**src/rtl/frame_ring_with_channel_hop_core_assert.svh**
```systemverilog
// assertion macros shared by the frame ring core
`ifndef FRAME_RING_WITH_CHANNEL_HOP_CORE_ASSERT_SVH
`define FRAME_RING_WITH_CHANNEL_HOP_CORE_ASSERT_SVH

// same-cycle implication, disabled while reset is asserted
`define FRCH_ASSERT_IMPLIES(label, clk, rst_n, ante, cons) \
  label: assert property (@(posedge clk) disable iff (!(rst_n)) (ante) |-> (cons)) \
    else $error("implication check failed");

// next-cycle implication, disabled while reset is asserted
`define FRCH_ASSERT_NEXT(label, clk, rst_n, ante, cons) \
  label: assert property (@(posedge clk) disable iff (!(rst_n)) (ante) |=> (cons)) \
    else $error("next-cycle check failed");

`endif

```
**src/rtl/frch_slot_mem.sv**
```systemverilog
// per-slot length, rssi and timestamp store with registered read and write bypass
`default_nettype none

module frch_slot_mem #(
  parameter int unsigned SLOTS = 32,
  parameter int unsigned SW    = 5,
  parameter int unsigned DW    = 50
) (
  input  wire logic          clk_i,
  input  wire logic          we_i,
  input  wire logic [SW-1:0] waddr_i,
  input  wire logic [DW-1:0] wdata_i,
  input  wire logic [SW-1:0] raddr_i,
  output logic      [DW-1:0] rdata_o
);

  logic [DW-1:0] mem_q [SLOTS];
  logic [DW-1:0] rdata_q;

  // write port
  always_ff @(posedge clk_i) begin
    if (we_i) begin
      mem_q[waddr_i] <= wdata_i;
    end
  end

  // read every cycle; a write to the read address is forwarded
  always_ff @(posedge clk_i) begin
    if (we_i && (waddr_i == raddr_i)) begin
      rdata_q <= wdata_i;
    end else begin
      rdata_q <= mem_q[raddr_i];
    end
  end

  assign rdata_o = rdata_q;

endmodule

`default_nettype wire

```
**config.mk**
```make
export PLATFORM = sky130hd
export DESIGN_NAME = frch_slot_mem
export DESIGN_NICKNAME = d
export VERILOG_FILES = /design/src/rtl/frame_ring_with_channel_hop_core_assert.svh /design/src/rtl/frch_slot_mem.sv
export SDC_FILE = /design/constraint.sdc
export NUM_CORES = 1
export LEC_CHECK = 0
export BUFFER_PORTS_ARGS = -buffer_cell sky130_fd_sc_hd__buf_2
export CORE_MARGIN = 1
export CORE_UTILIZATION = 40
export CTS_CLUSTER_SIZE = 16
export DETAILED_ROUTE_END_ITERATION = 7
export GPL_TIMING_DRIVEN = 0
export HOLD_SLACK_MARGIN = 0.1
export PLACE_DENSITY_LB_ADDON = 0.1
export SLEW_MARGIN = 10
export SYNTH_ARGS = -nofsm -noshare
export SYNTH_HDL_FRONTEND = slang
export SYNTH_SLANG_ARGS = --single-unit
```
**constraint.sdc**
```tcl
create_clock -name clk_i -period 4.7 [get_ports clk_i]
set_input_delay 0.94 -clock clk_i [delete_from_list [all_inputs] [get_ports clk_i]]
set_output_delay 0.94 -clock clk_i [all_outputs]
set_load 0.005 [all_outputs]
```
# Word-level counts from Yosys, hierarchy flattened
# Memory sizes are Yosys's and may differ from the RTL's. A register that Yosys moved wholly into a read port is not among the register bits.
# Index checks and enable logic that the tools add are counted.
# totals
register_bits	0
mem_bits_rw	1600
in_bits	62
word_cells	3
mem_count	1
# classes
mux	2
# mem_list
name	depth	width	read_ports	rd_ports_with_merged_regs	wr	line_no	rtl
mem_q	32	50	1	1	1	frch_slot_mem.sv:17	logic [DW-1:0] mem_q [SLOTS];
# op_table
cell	count
$mux W1	2

# Longest topological paths before layout
# depth
depth_word	2
mapped_depth	8
ltp_nobuf	5

# Worst setup path before layout
# OpenSTA, ideal clock, no wires.
# synth_path
kind	input port to flip-flop
from	input port waddr_i[1]
to	memory mem_q[12][0], enable pin
setup_time_ns	0.458
t_arrival_ns	3.697
required_time_ns	4.242
setup_slack_ns	0.545
stages	3
path_buffers	1
cell_sequence	or3b_2 -> clkbuf_1 -> nor2_1
# synth_lines
element	line_no	rtl
from (decl)	frch_slot_mem.sv:11	input wire logic [SW-1:0] waddr_i,
to (decl)	frch_slot_mem.sv:17	
# No word-level cell before the write port.

==> impl_metrics.ini <==
[setup_path]
worst_path_slowest_cell = sky130_fd_sc_hd__buf_4
required_ns = 3.76
crit_type = reg2out
cp-end-kind = output pin
slowest_delay_ns = 0.51
cpLargestDelayFamily = buffers and inverters
cp_num_buf_inv = 4
worst_setup_path_start_kind = flop
cp_max_fo = 11
arrival_ns = 3.61
crit_chain = nor2b_1 > buf_4 > buf_4 > buf_1 > a21oi_1 > nand3_1 > nand3_1 > buf_2

[grt]
overflow = 0
grt_pass1_wl_mm = 229
grt_usage_pct = 20.6
number_of_global_route_vias_before_repair = 31714
initial_antenna_violation_count = 6
grt_start_max_net_pins = 33

[sta]
rsz0062_at_grt = false
hold-worst-slack_ns = 0.251
fin_crit_sh_pct = 96.8
maxSlewHeadroom_pct = 27.5
final.min_clock_period_ns = 4.55
timing_hold_violations_final = 0
worstMarginPinSlew_ns = 1.08
max_freq_mhz = 220
setup_viol = 0
report.final.slew_viol_count = 0
setup_ws_ns = 0.150
setup_total_negative_slack_ns = 0

[placement]
buffer_ports.inserted = 111
post_dp_cell_area_um2 = 66900
dpl.cell_count = 5678
dpl.hpwl_mm = 102
place_worst_setup_slack_ns = 0.607
place_congestion = 0.763

[finish]
instances_no_fill = 5991
sequential_cell_area_um2 = 48100
number_of_flip_flops_under_the_largest_register_name = 1600
fraction_of_layout_cells_with_a_size_suffix_above_1_pct = 13.3
final_area_um2 = 72100
nNetsFinal = 3866
post-route-util_pct = 46.7
layout-area-overhead-vs-synth_pct = 15.7
reg_top3 = mem_q x1600
top_register = mem_q
multi_input_comb_area_um2 = 13100
nFillCells = 13126

[job]
timing.max_cap.violations = 0

[clock_network]
holdBufCountCts = 0
clock_tree.root_cell = sky130_fd_sc_hd__clkbuf_16
cts_sinks = 1605
cts_buffer_depth = 3
clk_transition_reported_paths_ns = 0.06
post_cts_resize_count = 6
cts_max_level = 4
cts.repair_timing.setup_buffer_count = 0
cts-buffers-inserted = 169
tritoncts = done

[floorplan]
ios = 112
dieWidth_um = 397
start_util_pct = 40.3
floorplan.die_area_um2 = 157000
core-area_um2 = 154000
fp.dieH_um = 397
placement_rows = 144

[synth]
synthFlopType = sky130_fd_sc_hd__edfxtp_1
synth-seq-area-share_pct = 77.3
ys.warnings.count = 0
post_synth_inst_count = 3459
synth_nets = 3521
synth_async_sr_flop_share_pct = 0
synthDistinctLibCells = 25
syn-cell-area_um2 = 62300
number_of_enable_type_register_cells_in_the_synthesized_netlist = 1600
synth_area_per_cell_um2 = 18.0
ys_seq_elements = 1605

[detailed_routing]
drt_first_pass_iters = 8
dr_total_vias = 31914
wire_per_inst_um = 27.1
dr.first_iter.drc_count = 2790
drc = 2
routed_vias_inst = 5.33
drt-total-wl_mm = 162
ant_nets = 0

[outcome]
status = complete, but fails checks
violations = DRC

[pwr]
power.total_mw = 30.0
cellLeakagePower_nw = 24.9
cellPowerDensity_nw_per_um2 = 417
worst_ir_drop_vdd_mv = 0.389

[min_path]
min-delay-path-class = in2reg
[cell usage after synthesis, types with 12 or more instances]
cell type,n,area [um^2]
sky130_fd_sc_hd__edfxtp_1,1600,48000
sky130_fd_sc_hd__a21oi_1,150,751
sky130_fd_sc_hd__clkbuf_1,98,368
sky130_fd_sc_hd__nand3_1,152,761
sky130_fd_sc_hd__a22o_1,100,876
sky130_fd_sc_hd__buf_6,26,293
sky130_fd_sc_hd__nor3_1,50,250
sky130_fd_sc_hd__nor2_1,34,128
sky130_fd_sc_hd__buf_4,44,330
sky130_fd_sc_hd__a31oi_1,50,313
sky130_fd_sc_hd__a22oi_1,150,1130
sky130_fd_sc_hd__buf_2,12,60.1
sky130_fd_sc_hd__mux2i_1,800,8010
sky130_fd_sc_hd__nand2_1,152,571
[area by class of cell]
type | instances | share of cell area, %
sequential | 1605 | 66.8
multi-input combinational | 1653 | 18.2
clock buffer | 228 | 6.42
tap | 2044 | 3.55
timing repair buffer | 175 | 2.57
buffer | 200 | 1.77
clock inverter | 83 | 0.649
antenna | 3 | 0.0104
[final timing paths]
path / start / endpoint / slack, ns / cells past startpoint
max: flop / rdata_o[2] / 0.15 / 8
min: raddr_i[0] / flop / 0.25 / 1
[power by group]
part	switching (mW)	internal [mW]	leakage, nW	total, mW
Combinational	1.13	0.529	7.95	1.66
Sequential	0.0368	15.9	14.5	16.0
Clock	5.40	6.99	2.48	12.4
[logic make-up (layout without fill, tap and decap cells)]
family          count (synthesis)  count (layout)  synth area share (%)
flops                        1605            1605                  77.3
other cells                     0               3                     0
compound gates                450             450                  4.92
simple gates                  403             403                  2.92
buf+inv                       201             686                  2.02
mux                           800             800                  12.9
[cell usage in the layout (no fill, tap or decap), types with 10 or more instances in the layout]
cell type / count
sky130_fd_sc_hd__nand3_1: 152
sky130_fd_sc_hd__nor3_1: 50
sky130_fd_sc_hd__clkbuf_1: 143
sky130_fd_sc_hd__buf_8: 10
sky130_fd_sc_hd__nor2_4: 32
sky130_fd_sc_hd__mux2i_1: 800
sky130_fd_sc_hd__clkinv_1: 49
sky130_fd_sc_hd__a22oi_1: 150
sky130_fd_sc_hd__clkinv_2: 21
sky130_fd_sc_hd__buf_12: 62
sky130_fd_sc_hd__buf_6: 26
sky130_fd_sc_hd__clkbuf_16: 175
sky130_fd_sc_hd__a31oi_1: 50
sky130_fd_sc_hd__edfxtp_1: 1600
sky130_fd_sc_hd__buf_4: 49
sky130_fd_sc_hd__a21oi_1: 150
sky130_fd_sc_hd__nand2_1: 152
sky130_fd_sc_hd__a22o_1: 100
sky130_fd_sc_hd__buf_2: 120
[routing by layer]
metal	track usage (%)	wire [um]
met1	29.5	75000
met2	32.1	75200
met5	0	0
met4	6.49	4240
met3	3.35	7980
(Power assumes the default switching activity.)
