**src/rtl/frame_ring_with_channel_hop_core_assert.svh**
```systemverilog
// assertion macros shared by the frame ring core
`ifndef FRAME_RING_WITH_CHANNEL_HOP_CORE_ASSERT_SVH
`define FRAME_RING_WITH_CHANNEL_HOP_CORE_ASSERT_SVH

// same-cycle implication, disabled while reset is asserted
`define FRCH_ASSERT_IMPLIES(label, clk, rst_n, ante, cons) \
  label: assert property (@(posedge clk) disable iff (!(rst_n)) (ante) |-> (cons)) \
    else $error("implication check failed");

// next-cycle implication, disabled while reset is asserted
`define FRCH_ASSERT_NEXT(label, clk, rst_n, ante, cons) \
  label: assert property (@(posedge clk) disable iff (!(rst_n)) (ante) |=> (cons)) \
    else $error("next-cycle check failed");

`endif

```
**src/rtl/frch_pkg.sv**
```systemverilog
// package with the item types, command codes and constants of the frame ring core
`default_nettype none

package frch_pkg;

  // default geometry of the ring
  localparam int unsigned SLOTS_DEF     = 32;
  localparam int unsigned FRAME_MAX_DEF = 512;

  // hop timer constants
  localparam logic [31:0] HOP_DEFAULT_MS = 32'd500;
  localparam logic [7:0]  CHANNEL_TOP    = 8'd13;

  // fixed field widths and the register index bit
  localparam int unsigned OUT_LEN_W = 10;
  localparam int unsigned ADDR_W    = 3;
  localparam int unsigned REG_IDX_BIT = 2;

  // item commands
  typedef enum logic [2:0] {
    CMD_BYTE   = 3'd0,
    CMD_TICK   = 3'd1,
    CMD_POP    = 3'd2,
    CMD_SET_CH = 3'd3,
    CMD_START  = 3'd4,
    CMD_STOP   = 3'd5
  } cmd_e;

  // configuration register indexes
  typedef enum logic [0:0] {
    REG_HOP_INTERVAL  = 1'b0,
    REG_START_CHANNEL = 1'b1
  } reg_idx_e;

  // one input item
  typedef struct packed {
    logic [2:0]        cmd;
    logic [7:0]        data_byte;
    logic              frame_end;
    logic signed [7:0] rssi;
    logic [31:0]       now_ms;
    logic [7:0]        new_channel;
  } in_item_t;

  // one result item
  typedef struct packed {
    logic                 out_valid;
    logic [7:0]           out_byte;
    logic [OUT_LEN_W-1:0] out_len;
    logic signed [7:0]    out_rssi;
    logic [31:0]          out_timestamp;
    logic                 out_frame_last;
    logic                 running;
    logic [7:0]           channel;
    logic [31:0]          frame_count;
    logic [31:0]          dropped_count;
  } out_item_t;

  // requests from the ring control to the hop timer
  typedef struct packed {
    logic start;
    logic tick;
    logic set_ch;
  } hop_ctrl_t;

endpackage

`default_nettype wire

```
**src/rtl/frch_hop_timer.sv**
```systemverilog
// channel register and automatic hop timer
`default_nettype none

module frch_hop_timer
  import frch_pkg::*;
(
  input  wire logic        clk_i,
  input  wire logic        rst_ni,
  input  wire hop_ctrl_t   ctrl_i,
  input  wire logic [31:0] hop_interval_i,
  input  wire logic [7:0]  start_channel_i,
  input  wire logic [31:0] now_ms_i,
  input  wire logic [7:0]  new_channel_i,
  output logic      [7:0]  chan_next_o
);

  logic        auto_q, auto_d;
  logic [7:0]  chan_q, chan_d;
  logic [31:0] last_hop_q, last_hop_d;
  logic [31:0] interval;
  logic [31:0] last_hop_eff;

  // channel modulo the top channel by conditional subtraction
  function automatic logic [7:0] chan_mod(input logic [7:0] x);
    logic [7:0] r;
    r = x;
    for (int k = 4; k >= 0; k--) begin
      if (12'(r) >= (12'(CHANNEL_TOP) << k)) begin
        r = r - 8'(12'(CHANNEL_TOP) << k);
      end
    end
    return r;
  endfunction

  assign interval     = (hop_interval_i != 32'd0) ? hop_interval_i : HOP_DEFAULT_MS;
  assign last_hop_eff = (last_hop_q == 32'd0) ? now_ms_i : last_hop_q;

  // next channel state
  always_comb begin
    auto_d     = auto_q;
    chan_d     = chan_q;
    last_hop_d = last_hop_q;
    if (ctrl_i.start) begin
      auto_d     = (start_channel_i == 8'd0);
      chan_d     = (start_channel_i == 8'd0) ? 8'd1 : start_channel_i;
      last_hop_d = 32'd0;
    end else if (ctrl_i.set_ch) begin
      chan_d = new_channel_i;
      auto_d = 1'b0;
    end else if (ctrl_i.tick && auto_q) begin
      last_hop_d = last_hop_eff;
      if ((now_ms_i - last_hop_eff) >= interval) begin
        chan_d     = chan_mod(chan_q) + 8'd1;
        last_hop_d = now_ms_i;
      end
    end
  end

  always_ff @(posedge clk_i or negedge rst_ni) begin
    if (!rst_ni) begin
      auto_q     <= 1'b0;
      chan_q     <= 8'd0;
      last_hop_q <= 32'd0;
    end else begin
      auto_q     <= auto_d;
      chan_q     <= chan_d;
      last_hop_q <= last_hop_d;
    end
  end

  assign chan_next_o = chan_d;

endmodule

`default_nettype wire

```
**config.mk**
```make
export PLATFORM = sky130hd
export DESIGN_NAME = frch_hop_timer
export DESIGN_NICKNAME = d
export VERILOG_FILES = /design/src/rtl/frame_ring_with_channel_hop_core_assert.svh /design/src/rtl/frch_pkg.sv /design/src/rtl/frch_hop_timer.sv
export SDC_FILE = /design/constraint.sdc
export NUM_CORES = 1
export LEC_CHECK = 0
export ABC_AREA = 0
export BUFFER_PORTS_ARGS = -buffer_cell sky130_fd_sc_hd__buf_2
export CAP_MARGIN = 20
export CORE_MARGIN = 2
export CORE_UTILIZATION = 35
export DETAILED_ROUTE_END_ITERATION = 7
export SETUP_SLACK_MARGIN = 0.1
export SLEW_MARGIN = 10
export SYNTH_ARGS = -nofsm -noshare
export SYNTH_HDL_FRONTEND = slang
export SYNTH_SLANG_ARGS = --single-unit
```
**constraint.sdc**
```tcl
create_clock -name clk_i -period 8 [get_ports clk_i]
set_clock_uncertainty 0.2 [all_clocks]
set_input_delay 0.4 -clock clk_i [delete_from_list [all_inputs] [get_ports clk_i]]
set_output_delay 0.4 -clock clk_i [all_outputs]
set_load 0.02 [all_outputs]
```
; ---- After elaboration in Yosys (flattened, before gate mapping)
; Cells that the tools add are included.
[op_classes]
order_cmp = 6
mux = 38
n_reduce_logical = 7
add_sub_neg = 7
n_eq_ne = 1
[op_table]
columns = cell, count
row1 = two-way mux 8 bit, 30
row2 = two-way mux 32 bit, 6
row3 = greater-or-equal comparator 32 bit, 1
row4 = logical NOT 32 bit, 1
row5 = nonzero test 32 bit, 1
row6 = subtractor 32 bit, 1
row7 = "adder 8 x 1 -> 8 bit, second input constant", 1
row8 = "greater-or-equal comparator 8 x 4 -> 1 bit, second input constant", 1
row9 = "greater-or-equal comparator 8 x 5 -> 1 bit, second input constant", 1
row10 = "greater-or-equal comparator 8 x 6 -> 1 bit, second input constant", 1
row11 = "greater-or-equal comparator 8 x 7 -> 1 bit, second input constant", 1
row12 = "greater-or-equal comparator 8 bit, second input constant", 1
row13 = logical NOT 8 bit, 1
row14 = "subtractor 8 x 4 -> 8 bit, second input constant", 1
row15 = "subtractor 8 x 5 -> 8 bit, second input constant", 1
row16 = "subtractor 8 x 6 -> 8 bit, second input constant", 1
row17 = "subtractor 8 x 7 -> 8 bit, second input constant", 1
row18 = "subtractor 8 bit, second input constant", 1
row19 = nonzero test 2 bit, 2
row20 = two-way mux 1 bit, 2
row21 = "!= test 2 x 1 -> 1 bit, second input constant", 1
row22 = AND reduction 2 bit, 1
row23 = logical AND 1 bit, 1
[word_totals]
register_bits = 41
out_inout_bits = 8

; ---- Depth between registers and ports, before layout
; Gate-level depths: netlist of the first run.
[depth]
ltp_word = 37
ltp_mapped = 35
ltp_nobuf = 32

; ---- Worst setup path after synthesis of the first run
; Ideal clock, no wire load.
[synth_timing]
path_kind = reg2out
start = register last_hop_q[31]
end = output chan_next_o[5]
setup_slack_ns = 0.511
path_stages_with_launch = 34
arrival_time_ns = 6.889
required_ns = 7.400
path_cell_list = dfrtp_1 -> nor4_1 -> nand4_1 -> nor2_1 -> clkbuf_1 -> a21o_1 -> ha_1 -> inv_1 -> fa_1 -> a21o_1 -> a21oi_1 -> o21ai_0 -> a21oi_1 -> o21bai_1 -> a21oi_1 -> o21bai_1 -> a2111o_1 -> a211o_1 -> a21o_1 -> xor2_1 -> ha_1 -> a21o_1 -> a21o_1 -> a21o_1 -> a21o_1 -> a21oi_1 -> nor2b_1 -> a2111oi_0 -> o21ai_0 -> a21oi_1 -> clkbuf_1 -> nor2_1 -> a311o_1 -> a2bb2oi_1
[synth_between]
elab_chain_len = 8
[synth_rtl]
columns = item, line
row1 = from (decl), frch_hop_timer.sv:19  ; logic [31:0] last_hop_q, last_hop_d;
row2 = from (signal assigned), frch_hop_timer.sv:67  ; last_hop_q <= last_hop_d;
row3 = logical NOT 32 bit, frch_hop_timer.sv:36  ; assign last_hop_eff = (last_hop_q == 32'd0) ? now_ms_i : last_hop_q;
row4 = two-way mux 32 bit *, frch_hop_timer.sv:36
row5 = subtractor 32 bit *, frch_hop_timer.sv:52  ; if ((now_ms_i - last_hop_eff) >= interval) begin
row6 = greater-or-equal comparator 32 bit *, frch_hop_timer.sv:52
row7 = two-way mux 8 bit *, frch_hop_timer.sv:52
row8 = two-way mux 8 bit *, frch_hop_timer.sv:50  ; end else if (ctrl_i.tick && auto_q) begin
row9 = two-way mux 8 bit *, frch_hop_timer.sv:47  ; end else if (ctrl_i.set_ch) begin
row10 = two-way mux 8 bit *, frch_hop_timer.sv:43  ; if (ctrl_i.start) begin
row11 = to (decl), frch_hop_timer.sv:14  ; output logic [7:0] chan_next_o
; Mark *: on every way between the ends. The rest lies on a longest branch, timed or not.

; ---- Worst setup path in the final report of the first run
[layout_timing]
start = register last_hop_q[26]
end = output chan_next_o[3]
; Same word-level chain as after synthesis.

==> flow_metrics.py, run 1 <==
metrics = {
    "clock_tree": {
        "cts_tree": "built",
        "cts.root.buffer_cell": "clkbuf_16",
        "postCtsHoldBufs": 0,
        "numCtsBuffers": 5,
        "path_clk_slew_ps": 60,
        "numClockSinks": 41,
        "cts.path.max_buffers": 2,
        "clk_latency_ps": 290,
        "htree_levels": 2,
    },
    "drt": {
        "drt_pass1_iterations": 5,
        "drt-vias-per-instance": 5.65,
        "drtIter0Drc": 381,
        "wl_per_cell_um": 16.3,
        "vias": 5954,
        "drc_errors": 0,
        "ant_nets": 0,
        "routed_wl_um": 17100,
    },
    "synth": {
        "synth_area_mm2": 0.00581,
        "postSynth.asyncResetShare_pct": 100,
        "yosysUniqueCellTypes": 90,
        "ys.warnings.count": 0,
        "synth_edf_count": 0,
        "ys_seq_area_share_pct": 17.7,
        "syn_inst": 745,
        "syn_area_per_cell_um2": 7.79,
        "synthesis.nets": 896,
        "ys.flop_type": "dfrtp_1",
        "synth-seq-cells": 41,
    },
    "critical_path": {
        "critical_path_class": "reg2out",
        "worst_path_largest_cell_delay_ps": 440,
        "crit_cells": 33,
        "rr_endpoint": "last_hop_q[15]$_DFFE_PN0P_",
        "crit_path_start": "last_hop_q[26]$_DFFE_PN0P_",
        "reg2reg_depth": 32,
        "required_ps": 7400,
        "start_kind": "flip-flop",
        "critPathMaxFanout": 7,
        "path_buf_inv": 3,
        "path_common_cell": "a21o_1",
        "worstPathArrival_ps": 6990,
        "worstSetupEndpoint": "chan_next_o[3]",
        "r2r_slack_ps": 940,
        "critPathSlowestCell": "a2111o_1",
        "regToRegStartpoint": "last_hop_q[26]$_DFFE_PN0P_",
        "end_kind": "output port",
        "cp_top_family": "compound AO/OA/AOI/OAI gates",
    },
    "timing": {
        "period_share_pct": 94.9,
        "drv_slew": 0,
        "worst_slack_ps": 408,
        "whs_ps": 58.3,
        "post-route-min-period_ps": 7590,
        "rsz0062_at_grt": "yes",
        "finalHoldViolations": 0,
        "tightest_slew_ps": 967,
        "max_freq_ghz": 0.132,
        "tns_ps": 0,
        "slew_headroom_pct": 35.6,
        "setup_viol": 0,
    },
    "placed_design": {
        "portBuffers": 92,
        "place_congestion": 0.868,
        "place_ws_ps": 149,
        "hpwl_um": 13300,
    },
    "floorplanning": {
        "start_util_pct": 35.4,
        "ios": 93,
        "die_area_mm2": 0.0176,
        "die_x_um": 133,
        "coreArea_mm2": 0.0164,
        "die-height_um": 133,
        "num_rows": 47,
    },
    "outcome": {
        "outcome": "completed",
    },
    "global_route": {
        "grt_pass1_vias": 5555,
        "antenna_found_initial": 0,
        "grt_util_all_layers_pct": 19.3,
        "grt_max_degree": 63,
        "gr-total-overflow": 0,
        "grt_first_pass_wirelength_um": 28000,
    },
    "power": {
        "ir_drop_uv": 81.3,
        "power_density_mw_per_mm2": 162,
        "cellLeakagePower_nw": 3.23,
    },
    "worst_hold_path": {
        "hold_class": "in2async",
    },
    "layout": {
        "final_util_pct": 42.0,
        "register_area_mm2": 0.00103,
        "multi_input_area_mm2": 0.00465,
        "areaGrowthSynthToFinish_pct": 18.8,
        "nets": 983,
        "drive_above_1_share_pct": 21.8,
        "fill_cells": 1663,
        "n_antenna_cell": 0,
    },
    "run": {
        "cap_violations": 0,
    },
}
==> kinds of logic (layout without fill, tap and decap cells) <==
| logic type | Yosys count | in the layout | synth area share, % |
|---|---|---|---|
| AOI/OAI and AO/OA | 285 | 285 | 35.2 |
| xor gates and xnor gates | 31 | 31 | 5.24 |
| adders and majority gates | 67 | 67 | 14.5 |
| buffers and inverters | 73 | 161 | 5.06 |
| DFF | 41 | 41 | 17.7 |
| muxes | 6 | 6 | 1.49 |
| and+or+nand+nor | 242 | 242 | 20.8 |
==> synthesized netlist by cell type, types with 6 or more instances <==
master    count  share of area [%]
xor2_1        9                1.4
clkbuf_1     25                1.6
ha_1         65                 14
nor3_1        9               0.78
inv_1        40                2.6
nor2b_1       7               0.75
nand4_1      14                1.5
a21boi_0      8                1.0
a21oi_1     100                8.6
o21a_1        7               0.90
nor4_1       20                2.2
nand2_1      47                3.0
a21o_1       27                3.5
xnor2_1      20                3.0
o211ai_1      8                1.0
nor2_1       88                5.7
dfrtp_1      41                 18
a31oi_1      13                1.4
a22o_1       31                4.7
and3_1        6               0.65
nand2b_1      9               0.97
nand3_1       9               0.78
or3_1         6               0.65
a211oi_1      7               0.90
o21ai_0      22                1.9
==> cell usage in the layout, fill, tap and decap left out, drive strengths merged, types with 8 or more instances in the layout <==
master	synthesis	layout
a21boi	8	8
a21oi	101	101
xnor2	21	21
a21o	27	27
a211oi	9	9
nand3	11	11
nand2	47	47
nor2	88	88
nor3	9	9
nor4	20	20
buf	6	112
nand4	14	14
xor2	9	9
o21ai	24	24
o211ai	11	11
ha	65	65
a31oi	13	13
dfrtp	41	41
a22o	31	31
nand2b	9	9
inv	40	40
==> worst reg2reg max path: cells and delay by family, from the launching register on <==
family | cells | cell delay (ps)
flip-flops | 1 | 430
AND/OR/NAND/NOR | 4 | 810
XOR/XNOR | 1 | 150
buffers and inverters | 3 | 760
AO/OA/AOI/OAI | 21 | 3790
adder cells (fa/ha/maj) | 3 | 830
==> worst min path at each step <==
stage                                       to  slack [ps]  depth (start not counted)
detailed placement          auto_q$_DFFE_PN0P_         300                          2
finish              last_hop_q[19]$_DFFE_PN0P_          60                          1
global route        last_hop_q[20]$_DFFE_PN0P_         130                          1
global placement            auto_q$_DFFE_PN0P_         280                          2
floorplan                   auto_q$_DFFE_PN0P_        -100                          0
CTS                 last_hop_q[20]$_DFFE_PN0P_          90                          1
==> final cells by class <==
class	count	area share (%)
Clock buffer	7	2.21
Clock inverter	1	0.0726
Inverter	41	2.23
Multi-Input combinational cell	631	67.5
Sequential cell	41	14.9
Tap cell	220	3.99
Timing Repair Buffer	112	9.13
==> timing repair <==
action                     4_1_cts  5_1_grt
pin swaps                        3       12
buffers inserted                 2        8
setup endpoints to repair        8        8
resized for setup                9       28
==> power breakdown <==
| part | internal (mW) | total (mW) | switching (mW) |
|---|---|---|---|
| Clock | 0.132 | 0.217 | 0.0847 |
| Sequential | 0.211 | 0.228 | 0.0166 |
| Combinational | 0.288 | 0.676 | 0.388 |
==> state kept, by name, indices dropped and copies added (netlist names) <==
signal      flops
last_hop_q     32
chan_q          8
auto_q          1
==> layer usage <==
| layer | vias up | wire (um) | GRT usage [%] |
|---|---|---|---|
| met5 | - | 0 | 0 |
| met4 | 0 | 379 | 5.73 |
| met3 | 22 | 869 | 1.99 |
| met2 | 176 | 7700 | 30.8 |
| met1 | 2762 | 8180 | 27.4 |
| li1 | 2994 | - | - |
==> metrics by stage <==
step | std cells | instance area, um^2 | power, mW
4_1_cts | 1045 | 6720 | 1.11
2_1_floorplan | 745 | 5810 | 0.734
6_report | 1053 | 6900 | 1.12
3_3_place_gp | 1035 | 6500 | 0.882
5_1_grt | 1053 | 6900 | 1.21
3_5_place_dp | 1035 | 6500 | 0.882
(Power assumes the default switching activity.)
==> run 2, diff against run 1 <==
CORE_UTILIZATION = 40   (was 35)
GPL_TIMING_DRIVEN = 0   (was unset)
HOLD_SLACK_MARGIN = 0.12   (was unset)
==> run 2 against run 1 <==
Setup slack lost 320 ps; sequential cell count is the same; critical path type unchanged; clock-buffer cell count shrank 1; highest routed layer unchanged; critical endpoint is now chan_next_o[6]; global-route usage grew 3.0 points; first-iteration DRC count rose by 18%; register-to-register slack worse by 340 ps.
==> flow_metrics.py, run 2 (synthesis gave the netlist of run 1 again) <==
metrics = {
    "outcome": {
        "outcome": "completed",
    },
    "drt": {
        "drt_pass1_iterations": 4,
        "routed_wl_um": 17900,
        "wl_per_cell_um": 16.8,
        "vias": 6187,
        "ant_nets": 0,
        "drt-vias-per-instance": 5.84,
        "drc_errors": 0,
        "drtIter0Drc": 450,
    },
    "global_route": {
        "grtUsageMet1_pct": 32.6,
        "grt_max_degree": 42,
        "antenna_found_initial": 0,
        "top_usage_layer": "met2",
        "grt_util_all_layers_pct": 22.3,
        "grt_first_pass_wirelength_um": 28700,
        "grtUsageMet3_pct": 1.98,
        "gr-total-overflow": 0,
        "met2_usage_pct": 35.7,
        "grt_pass1_vias": 5695,
    },
    "layout": {
        "register_area_mm2": 0.00103,
        "multi_input_area_mm2": 0.00471,
        "final_cells": 1060,
        "fill_cells": 1471,
        "final_common_cell": "a21oi_1",
        "areaGrowthSynthToFinish_pct": 23.2,
        "top_register": "last_hop_q",
        "top_regs": "last_hop_q (32), chan_q (8), auto_q (1)",
        "final_cell_mix": "a21oi_1 (95), buf_2 (88), nor2_1 (85)",
        "n_antenna_cell": 0,
        "drive_above_1_share_pct": 23.7,
        "nets": 1026,
        "largest_reg_flops": 32,
        "final_util_pct": 49.8,
    },
    "timing": {
        "whs_ps": 214,
        "max_freq_ghz": 0.126,
        "period_share_pct": 98.9,
        "rsz0062_at_grt": "yes",
        "drv_slew": 0,
        "finalHoldViolations": 0,
        "tightest_slew_ps": 945,
        "setup_viol": 0,
        "post-route-min-period_ps": 7910,
        "slew_headroom_pct": 36.4,
    },
    "critical_path": {
        "worst_path_largest_cell_delay_ps": 460,
        "start_kind": "flip-flop",
        "regToRegStartpoint": "last_hop_q[23]$_DFFE_PN0P_",
        "reg2reg_depth": 34,
        "path_common_cell": "a21o_1",
        "rr_endpoint": "last_hop_q[3]$_DFFE_PN0P_",
        "required_ps": 7400,
        "worstPathArrival_ps": 7310,
        "critPathMaxFanout": 5,
        "critical_path_class": "reg2out",
        "end_kind": "output port",
        "critPathSlowestCell": "a2111o_1",
        "r2r_slack_ps": 600,
    },
    "placed_design": {
        "hpwl_um": 13900,
        "place_congestion": 0.859,
        "portBuffers": 92,
        "placed_cells": 1021,
    },
    "worst_hold_path": {
        "min_to": "last_hop_q[31]$_DFFE_PN0P_",
        "min_path_cells": 3,
        "holdCritStartpoint": "now_ms_i[31]",
        "hold_class": "in2reg",
    },
    "power": {
        "p_comb_share_pct": 64.6,
        "clockPowerShare_pct": 16.9,
        "power_mw": 1.16,
        "cellLeakagePower_nw": 3.35,
        "intPower_mw": 0.647,
        "power_density_mw_per_mm2": 162,
        "p_sw_mw": 0.512,
        "ir_drop_uv": 73.2,
        "p_seq_share_pct": 18.5,
        "swShare_pct": 44.2,
    },
    "floorplanning": {
        "die_area_mm2": 0.0155,
        "num_rows": 44,
        "start_util_pct": 40.4,
        "coreArea_mm2": 0.0144,
        "die_x_um": 124,
        "die-height_um": 124,
        "ios": 93,
    },
    "clock_tree": {
        "cts_tree": "built",
        "numCtsBuffers": 5,
        "numClockSinks": 41,
        "htree_levels": 2,
        "path_clk_slew_ps": 60,
        "clk_latency_ps": 290,
        "cts.root.buffer_cell": "clkbuf_16",
        "cts.path.max_buffers": 2,
    },
    "run": {
        "cap_violations": 0,
    },
}
[run 2: cell count changes in the layout (fill, tap and decap cells not counted), sizes merged]
| cell | change |
|---|---|
| clkinv | +1 |
| buf | +18 |
| clkbuf | +23 |
| dlygate4sd3 | +1 |
[run 2: worst max path at each step]
stage | from | slack (ps) | end | cells past startpoint
floorplan | last_hop_q[31]$_DFFE_PN0P_ | 510 | chan_next_o[5] | 33
global placement | last_hop_q[10]$_DFFE_PN0P_ | -1180 | chan_next_o[5] | 34
detailed placement | last_hop_q[13]$_DFFE_PN0P_ | -1110 | chan_next_o[5] | 34
CTS | last_hop_q[21]$_DFFE_PN0P_ | 100 | chan_next_o[3] | 34
global route | last_hop_q[29]$_DFFE_PN0P_ | -180 | chan_next_o[0] | 34
finish | last_hop_q[23]$_DFFE_PN0P_ | 90 | chan_next_o[6] | 32
[run 2: routing by layer]
metal / vias to the layer above / share of wire, %
met5: - / 0
met4: 0 / 1.7
met3: 18 / 4.2
met2: 148 / 46
met1: 2933 / 48
li1: 3088 / -
[run 2: stage by stage]
| step | TNS, ps | setup slack [ps] | instance area (um^2) |
|---|---|---|---|
| final | 0 | 86.6 | 7150 |
| after global routing | -629 | -181 | 7150 |
| after CTS | 0 | 104 | 6890 |
| after detailed placement | -33660 | -1110 | 6500 |
| after global placement | -36560 | -1180 | 6500 |
| after floorplan | 0 | 511 | 5810 |
[run 2: cell type report]
type                    count  share of cell area [%]
multi-input cells         631                    65.9
flip-flops and latches     41                    14.4
repair buffers            123                    10.2
well taps                 184                    3.22
plain buffers              32                    2.27
inverters                  41                    2.15
clock buffers               6                    1.80
clock inverters             2                   0.140
[run 2: power by group through the flow]
stage / clock, mW / sequential, mW / combinational (mW)
2_1_floorplan: 0 / 0.217 / 0.517
3_3_place_gp: 0 / 0.218 / 0.680
3_5_place_dp: 0 / 0.218 / 0.679
4_1_cts: 0.197 / 0.214 / 0.708
5_1_grt: 0.208 / 0.215 / 0.828
6_report: 0.196 / 0.214 / 0.750
[run 2: critical path: cells and delay by family (launching register included)]
| family | cells | cell delay (ps) |
|---|---|---|
| DFF | 1 | 410 |
| buffers and inverters | 3 | 330 |
| AOI/OAI and AO/OA | 18 | 3810 |
| adders and majority gates | 3 | 890 |
| and+or+nand+nor | 8 | 1590 |
[run 2: repair_timing]
item | CTS | global route
setup endpoints to repair | 47 | 8
resized for setup | 37 | 37
hold buffers | 1 | 0
buffers inserted | 12 | 18
gates cloned | 0 | 0
hold endpoints to repair | 41 | 0
pin swaps | 18 | 46
